<file path="src/rtl/bse_ram.sv">
// ---------------------------------------------------------------------------
// bse_ram
// Generic single-write, single-read RAM with registered read data.
// ---------------------------------------------------------------------------
module bse_ram #(
   parameter int WIDTH = 8,
   parameter int DEPTH = 16
) (
   input  logic                                     clock,
   input  logic                                     wr_en,
   input  logic [((DEPTH > 1) ? $clog2(DEPTH) : 1)-1:0] wr_addr,
   input  logic [WIDTH-1:0]                         wr_data,
   input  logic                                     rd_en,
   input  logic [((DEPTH > 1) ? $clog2(DEPTH) : 1)-1:0] rd_addr,
   output logic [WIDTH-1:0]                         rd_data
);

   logic [WIDTH-1:0] mem [DEPTH];
   logic [WIDTH-1:0] rd_data_ff;

   always_ff @(posedge clock) begin
      if (wr_en) begin
         mem[wr_addr] <= wr_data;
      end
      if (rd_en) begin
         rd_data_ff <= mem[rd_addr];
      end
   end

   assign rd_data = rd_data_ff;

endmodule

</file>
<file path="config.mk">
export PLATFORM = sky130hd
export DESIGN_NAME = bse_ram
export DESIGN_NICKNAME = d
export VERILOG_FILES = /design/src/rtl/bse_ram.sv
export SDC_FILE = /design/constraint.sdc
export NUM_CORES = 1
export LEC_CHECK = 0
export ABC_AREA = 1
export BUFFER_PORTS_ARGS = -buffer_cell sky130_fd_sc_hd__buf_2
export CAP_MARGIN = 30
export CORE_ASPECT_RATIO = 0.5
export CORE_MARGIN = 5
export CORE_UTILIZATION = 53
export DETAILED_ROUTE_END_ITERATION = 8
export PLACE_DENSITY = 0.81
export SYNTH_ARGS = -nofsm -noshare
export SYNTH_HDL_FRONTEND = slang
export SYNTH_SLANG_ARGS = --single-unit
</file>
<file path="constraint.sdc">
create_clock -name clock -period 3.5 [get_ports clock]
set_clock_uncertainty 0.05 [all_clocks]
set_input_delay 0.525 -clock clock [delete_from_list [all_inputs] [get_ports clock]]
set_output_delay 0.525 -clock clock [all_outputs]
set_load 0.005 [all_outputs]
</file>
==> impl_metrics.csv <==
group,metric,value,unit
grt,overflow,0,
synth,synth_edf_count,136,
clock_network,cts_tree,"built",
grt,antenna_found_initial,0,
place,dpl.hpwl,7.896,mm
drt,firstDrtPassIters,5,
grt,grt_pass1_vias,3861,
sta,slew_headroom,0.4265,
sta,period_share,0.5674,
clock_network,cts-root-buf,"clkbuf_16",
worst_setup_path,critPathSlowestCell,"buf_2",
drt,finalWirelength,13.16,mm
sta,fmax,503.5,MHz
layout,final_cells,732,
layout,areaGrowthSynthToFinish,12.97,%
synth,yosysTopAreaCell,"edfxtp_1",
drt,dr_total_vias,3953,
worst_setup_path,r2r_setup_slack,2220,ps
job,drv_cap,0,
floorplanning,core,0.01088,sq mm
synth,synth_common_cells,"nand2_1, edfxtp_1, inv_1",
worst_setup_path,endpoint_kind,"flip-flop",
layout,nNetsFinal,594,
drt,final_antenna_net_count,0,
worst_setup_path,cp.required,3620,ps
drt,wl_per_cell,17.98,um
sta,hold_viol,0,
pwr,p_leak,0.002831,uW
floorplanning,dieArea,0.01336,sq mm
clock_network,clock-sinks,136,
floorplanning,io_pins,27,
drt,via_per_inst,5.400,
clock_network,clockBufferDepth,2,
synth,ys_seq_elements,136,
synth,syn_avg_cell_area,10.61,sq um
worst_setup_path,crit_arrival,2110,ps
clock_network,clk_latency,420,ps
layout,drive_gt1_frac,0.09540,
worst_setup_path,max_stage_delay,520,ps
place,place_inst,701,
sta,worst_pin_slew,857.1,ps
place,gp_congestion,0.9077,
layout,fill_cells,830,
layout,multiInputGateArea,0.001214,sq mm
floorplanning,initial_core_util,0.5375,
worst_setup_path,cp_max_fo,33,
worst_setup_path,crit_top_cell,"nand3_1",
hold_path,min_path_type,"input pin to flip-flop",
worst_setup_path,cp_cell_sequence,"buf_2, inv_2, nand3_1, nand3_1, nand3_1, nand2_1",
synth,ys_types,11,
clock_network,numCtsBuffers,17,
sta,setup-violations-final,0,
synth,synth-main-ff-cell,"edfxtp_1",
clock_network,cts_setup_buffers,0,
layout,antenna_cells,0,
drt,drc_errors,0,
clock_network,h-tree-depth,4,
clock_network,path_clk_slew,60,ps
synth,synth_top_area_frac,0.6985,
floorplanning,rows,27,
worst_setup_path,cp_top_family,"buffers and inverters",
synth,post-synth-top-count-cell,"nand2_1",
place,io_buffer_count,26,
layout,fin_util,0.6072,
synth,synthArstFlopShare,0,
sta,rsz0062_at_grt,"false",
clock_network,cts_resized,0,
drt,first_iter_violations,607,
floorplanning,die_w,158.5,um
pwr,p_per_area,586.7,mW/mm^2
worst_setup_path,path_buf_inv,2,
clock_network,postCtsHoldBufs,0,
synth,syn_nets,570,
grt,grt_use_total,0.2108,
grt,grt_max_degree,44,
worst_setup_path,crit_type,"input pin to flip-flop",
synth,synth_warnings,0,
layout,regArea,0.004084,sq mm
synth,synthTopCellsByArea,"edfxtp_1, nand2_1, nand3_1",
sta,fin_crit,1986,ps
sta,maxSlewViolCount,0,
sta,hold_ws,433.4,ps
floorplanning,fp.dieH,84.27,um
synth,synth_area,0.005847,sq mm
synth,syn_inst,551,
sta,fin_tns_setup,0,ps
worst_setup_path,worstSetupStartpointType,"input pin",
outcome,status,"finished clean",
pwr,power,3875,uW
grt,grt_first_pass_wirelength,20.91,mm
pwr,ir_drop,0.3573,mV
synth,seq_area_frac_synth,0.6985,
==> where the power goes <==
group,total (uW),switching [uW],internal (uW)
clock network,1820,643,1170
registers,1850,10.7,1840
logic,213,157,56.2
total,3870,810,3060
==> through the flow <==
stage / worst slack (ps) / cell area [sq um]
after CTS: 1594 / 6605
after floorplan: 1974 / 5847
after global placement: 1209 / 6015
final: 1514 / 6605
after detailed placement: 1168 / 6015
after global routing: 1433 / 6605
==> routing by layer <==
layer,vias to the layer above,track usage,part of all wire
li1,1831,-,-
met1,1840,0.2868,0.41
met2,246,0.3169,0.45
met3,36,0.06952,0.12
met4,0,0.08127,0.024
met5,-,0,0
==> layout by cell type, fill, tap and decap left out <==
master,instances
edfxtp_1,136
inv_2,2
nand3_1,97
bufinv_16,4
clkbuf_16,17
buf_4,3
clkinvlp_4,1
inv_1,100
clkbuf_1,2
nor2_1,17
buf_2,26
clkinv_2,3
nand3b_1,2
clkinv_1,4
nand2_1,173
==> flip-flops by register name (all words and copies together), names as in the netlist <==
signal / cells
rd_data: 8
mem: 128
==> kinds of logic (layout without fill, tap and decap cells) <==
family	after synthesis	in the layout	share of synthesized area
buf+inv	126	162	0.09394
flops	136	136	0.6985
simple gates	289	289	0.2076
==> final timing paths <==
path,end,start,depth (start not counted)
setup / recovery,rd_data[7],rd_addr[1],6
hold / removal,rd_data[3],rd_en,1
setup reg to reg,rd_data[0],mem[7][0],6
hold reg to reg,rd_data[1],mem[12][1],6
==> layout make-up <==
cell class / instances / area share
sequential: 136 / 0.6183
multi-input combinational: 289 / 0.1837
clock buffer: 19 / 0.06554
inverter: 102 / 0.05797
tap: 145 / 0.02747
clock inverter: 12 / 0.02387
timing repair buffer: 29 / 0.02311
No activity file was read; power rests on OpenSTA's default activity.
