<file path="src/rtl/bse_pkg.sv">
// ---------------------------------------------------------------------------
// bse_pkg
// Shared types and constants for the bitmap to sixel band encoder.
// ---------------------------------------------------------------------------
package bse_pkg;

   localparam int MAX_WIDTH_DEFAULT = 1024;

   localparam int LINE_WIDTH_W = 11;
   localparam int IMAGE_ROWS_W = 16;
   localparam int CSR_DATA_W   = 16;

   localparam logic [LINE_WIDTH_W-1:0] LINE_WIDTH_RESET = 11'd640;
   localparam logic [IMAGE_ROWS_W-1:0] IMAGE_ROWS_RESET = 16'd480;

   // Register indexes
   localparam logic CSR_LINE_WIDTH = 1'b0;
   localparam logic CSR_IMAGE_ROWS = 1'b1;

   localparam int          SIXEL_W      = 6;
   localparam logic [2:0]  BAND_LAST    = 3'd5;     // sixth row of a band
   localparam logic [7:0]  SIXEL_OFFSET = 8'd63;
   localparam logic [7:0]  BAND_NEWLINE = 8'd45;   // '-'

   typedef struct packed {
      logic [7:0] code_byte;
      logic       band_end;
      logic       image_end;
   } result_type;

   // Up to two results written into the output queue in one cycle
   typedef struct packed {
      logic [1:0] count;
      result_type first;
      result_type second;
   } push_type;

endpackage

</file>
<file path="src/rtl/bse_outq.sv">
// ---------------------------------------------------------------------------
// bse_outq
// Four-entry result queue; takes up to two results a cycle, gives one.
// ---------------------------------------------------------------------------
module bse_outq (
   input  logic                clock,
   input  logic                reset,
   input  bse_pkg::push_type   push,
   output logic                room2,      // at least two entries free
   output logic                out_valid,
   input  logic                out_ready,
   output bse_pkg::result_type out_item
);
   import bse_pkg::*;

   result_type  slot_ff [4];
   logic [1:0]  head_ff, head_in;
   logic [1:0]  tail_ff, tail_in;
   logic [2:0]  count_ff, count_in;
   logic        pop;

   assign out_valid = (count_ff != 3'd0);
   assign out_item  = slot_ff[head_ff];
   assign room2     = (count_ff <= 3'd2);
   assign pop       = out_valid && out_ready;

   always_comb begin
      head_in  = head_ff + {1'b0, pop};
      tail_in  = tail_ff + push.count;
      count_in = count_ff + {1'b0, push.count} - {2'b0, pop};
   end

   always_ff @(posedge clock) begin
      if (reset) begin
         head_ff  <= '0;
         tail_ff  <= '0;
         count_ff <= '0;
      end else begin
         head_ff  <= head_in;
         tail_ff  <= tail_in;
         count_ff <= count_in;
      end
   end

   always_ff @(posedge clock) begin
      if (push.count != 2'd0) begin
         slot_ff[tail_ff] <= push.first;
      end
      if (push.count == 2'd2) begin
         slot_ff[tail_ff + 2'd1] <= push.second;
      end
   end

endmodule

</file>
<file path="config.mk">
export PLATFORM = sky130hd
export DESIGN_NAME = bse_outq
export DESIGN_NICKNAME = d
export VERILOG_FILES = /design/src/rtl/bse_pkg.sv /design/src/rtl/bse_outq.sv
export SDC_FILE = /design/constraint.sdc
export NUM_CORES = 1
export LEC_CHECK = 0
export BUFFER_PORTS_ARGS = -buffer_cell sky130_fd_sc_hd__buf_2
export CORE_MARGIN = 2
export CORE_UTILIZATION = 57
export CTS_CLUSTER_DIAMETER = 100
export DETAILED_ROUTE_END_ITERATION = 10
export GPL_ROUTABILITY_DRIVEN = 0
export MAX_ROUTING_LAYER = met4
export PLACE_DENSITY = 0.8
export RECOVER_POWER = 50
export SYNTH_ARGS = -nofsm -noshare
export SYNTH_HDL_FRONTEND = slang
export SYNTH_SLANG_ARGS = --single-unit
</file>
<file path="constraint.sdc">
create_clock -name clock -period 2.1 [get_ports clock]
set_input_delay 0.315 -clock clock [delete_from_list [all_inputs] [get_ports clock]]
set_output_delay 0.315 -clock clock [all_outputs]
set_load 0.01 [all_outputs]
</file>
==> results list <==
- The path with the worst hold slack has its endpoint at count_ff[2]$_SDFF_PP0_.
- Synth warn: 0
- FF+latch area: approximately 0.0013 sq mm
- Count of maximum capacitance violations: 0
- Counting flops with an async set or reset pin after synthesis yields a share of 0%.
- Longest Clk Path Bufs: 2
- Die footprint: between 0.004 and 0.005 sq mm
- Clock skew on the completed layout was measured at 2.003 ps.
- Share of the synthesized area in the top cell type: roughly half
* Number of different library cells in the post-synthesis netlist: 28
* Crit share post-route: around 93%
- After synthesis, the cell types taking the most area are edfxtp_1 (48%), mux2_4 (11%), mux4_2 (9.0%).
- Global routing consumed, over all layers together, a little over a fifth of the routing resources.
* Pwr per Cell Area: roughly 900 mW/mm^2
- Worst reg2reg path endpoint: slot_ff[2][9]$_DFFE_PP_
* Pin count of the biggest net entering global routing: 14
- Final HPWL DP: 3.183 mm
- Capturing element type of the critical path: primary output
- Overflow left after global routing: 0
* Total of buffers placed on input and output ports: 36
- Yosys mapped a number of flops with a built-in enable equal to 40.
* Worst voltage drop across the vdd grid: roughly 0.55 mV
* Hold violation total from the final report: 0
* Post-detailed-route count of antenna-violating nets: 0
* Most used routing layer: met2
* Met3 global-route usage: 5.051%
- Counting every sink on the clock net gives 47.
* Avg WL per Cell: 18.94 um
* Peak clock frequency supported by timing: ~510 MHz
- In the final layout, the share of cells above drive strength 1 is between 40% and 50%.
* Type of the worst setup path: flop to primary output
- Met1 usage: between 20% and 30%
- Slack of the worst reg-to-reg path: 190 ps
- The run finished with clean final reports.
* Starting DRT DRC Count: between 80 and 90
- In the routed design, unresolved DRC markers number 0.
- Row count: 24
- Initial antenna violation count: 0
* Clock tree root buffer cell: clkbuf_8
- Multi-input combinational cell area: a little over 0.001 sq mm
- Global routing consumed, on the met2 layer, between 30% and 40% of the routing resources.
* Effective utilization at floorplan: about three fifths
- The number of cells on the worst reg-to-reg path is 3.
- The startpoint identified for the worst register-to-register timing path is tail_ff[0]$_SDFF_PP0_.
- Routed Wire Length: approximately 4.5 mm
- The synthesized design contains 47 register bits.
- Via count of the first global-routing pass: 1474
* Most instantiated flip-flop cell in the synthesis netlist: edfxtp_1
- Buffers added to address setup during post-CTS repair amount to 0.
- Worst Max-Slew Pin Slew: a little under 900 ps
* Leakage dissipation: approximately 1.1 nW
- First-pass GRT wire length: about 7.4 mm
- Worst slew margin: between 40% and 50%
* Vias/cell: 5.665
* Hold buffer count at cts: 0
- Synthesis produced about 140 cells.
- By count the netlist is led by edfxtp_1 (40), mux2_4 (18), mux2_1 (13), mux2_2 (11), mux4_2 (10).
* RSZ-0062 raised after global routing: false
- Number of diodes: 0
* Synthesized area per cell: 17.46 sq um
- Share of the yosys chip area belonging to registers: 53.71%
- Vertical die dimension: approximately 70 um
- TritonCTS built the clock tree.
- H-tree lvl count: 2
* Number of vias in the routed layout: around 1400
- After clock tree synthesis, the clock-pin slew on the worst setup and hold paths is around 80 ps.
* Placeable Area: about 0.0043 sq mm
- At the worst endpoint, the arrival time is 1640 ps.
* Number of top-level pins: 37
- Post-layout total power: ~2.4 mW
- Beginning of the worst hold path: reset
* Number of gates resized after CTS: 0
* Total negative slack for setup checks: 0 ps
- The worst hold path passes through 2 cells.
- Classification of the worst-slack hold path: input port to flop
- Area added between synthesis and finish: 10.07%
- TritonCTS created 5 clock buffers.
- Max Slew Vio Count: 0
* Crit path time final: between 1500 and 2000 ps
- Summed over all instances, the cell type with the most area after synthesis is edfxtp_1.
- Final setup violation count: 0
- Before antenna repair, the detailed router went through 4 iterations.
* Required time of the worst setup path: approximately 1800 ps
- Crit path launch type: flop
* Synthesized netlist net count: ~170
- For the worst-skew pair, the clock arrives at the later sink with an insertion delay of approximately 300 ps.
- After filler insertion, the fill cell instance count of the layout stands at between 300 and 400.
* Netlist area before placement: 0.002497 sq mm
- Of all nets on the critical path, the largest fanout is 10.
- Total number of nets in the final design: 215
- Library cell with the highest instance count after synthesis: edfxtp_1
- The floorplan step set the die width to ~70 um.
==> worst max-delay path, cell delays in order (launching register included) <==
cell     delay (ps)
dfxtp_1         380
buf_4           260
mux4_2          540
buf_2           150
==> power by group <==
part / switching (mW) / internal (mW)
Combinational: 0.301 / 0.359
Clock: 0.287 / 0.234
Sequential: 0.0792 / 1.15
Total: 0.667 / 1.74
==> logic make-up after synthesis <==
kind of cell | count (synthesis) | synth area share [%]
AO/OA/AOI/OAI | 6 | 1.854
XOR/XNOR | 2 | 1.854
adder cells (fa/ha/maj) | 4 | 2.305
buffers and inverters | 12 | 3.506
flip-flops | 47 | 53.71
multiplexers | 54 | 31.46
AND/OR/NAND/NOR | 18 | 5.311
==> flip-flops by register name, summed over array words and instances, names as in the netlist <==
| name | flops |
|---|---|
| head_ff | 2 |
| slot_ff | 40 |
| tail_ff | 2 |
| count_ff | 3 |
==> layout make-up <==
type	count	area share (%)
Clock inverter	1	0.1821
Tap cell	52	2.367
Multi-Input combinational cell	84	37.14
Timing Repair Buffer	45	8.330
Sequential cell	47	48.79
Clock buffer	7	2.777
Inverter	3	0.4096
==> per-stage QoR <==
stage	std cells	area, sq um	hold WS (ps)	util [%]	setup slack [ps]
floorplan	143	2497	515.9	-	406.0
global placement	231	2734	567.6	63.67	350.5
detailed placement	231	2734	583.8	63.67	313.6
CTS	239	2815	284.0	65.56	105.5
global route	239	2749	303.2	64.02	44.18
finish	239	2749	290.2	64.02	148.5
==> placed cells by master, fill, tap and decap left out <==
cell      netlist  final
a21o_1          1      1
a21oi_1         1      1
buf_2           1     34
buf_4           3      4
clkbuf_1        1      7
clkbuf_2        0      2
clkbuf_8        0      5
clkinv_2        0      1
dfxtp_1         7      7
edfxtp_1       40     40
fa_1            1      1
ha_1            3      3
inv_1           3      3
mux2_1         13     20
mux2_2         11     11
mux2_4         18     11
mux2i_1         2      2
mux4_2         10     10
nand4b_1        1      1
nor2_1          8      8
nor2b_1         5      5
nor4b_2         1      1
nor4bb_1        0      2
o21ba_2         1      1
o311ai_1        1      1
o31ai_1         2      2
or3_1           1      1
xnor3_1         1      1
xor3_1          1      1
==> metal layers <==
layer / share of wire, % / vias up
li1: - / 646
met1: 41 / 680
met3: 3.0 / 6
met4: 1.5 / 0
met2: 54 / 22
met5: 0 / -
==> worst max-delay path by stage <==
stage / from / to / slack [ps] / depth (start not counted)
after global placement: push[20] / slot_ff[0][7]$_DFFE_PP_ / 350 / 4
after detailed placement: push[20] / slot_ff[0][1]$_DFFE_PP_ / 310 / 4
after CTS: head_ff[0]$_SDFF_PP0_ / out_item[1] / 110 / 3
final: head_ff[0]$_SDFF_PP0_ / out_item[4] / 150 / 3
after floorplan: tail_ff[1]$_SDFF_PP0_ / slot_ff[0][0]$_DFFE_PP_ / 410 / 2
after global routing: head_ff[0]$_SDFF_PP0_ / out_item[1] / 40 / 3
No activity file was read; power rests on OpenSTA's default activity.
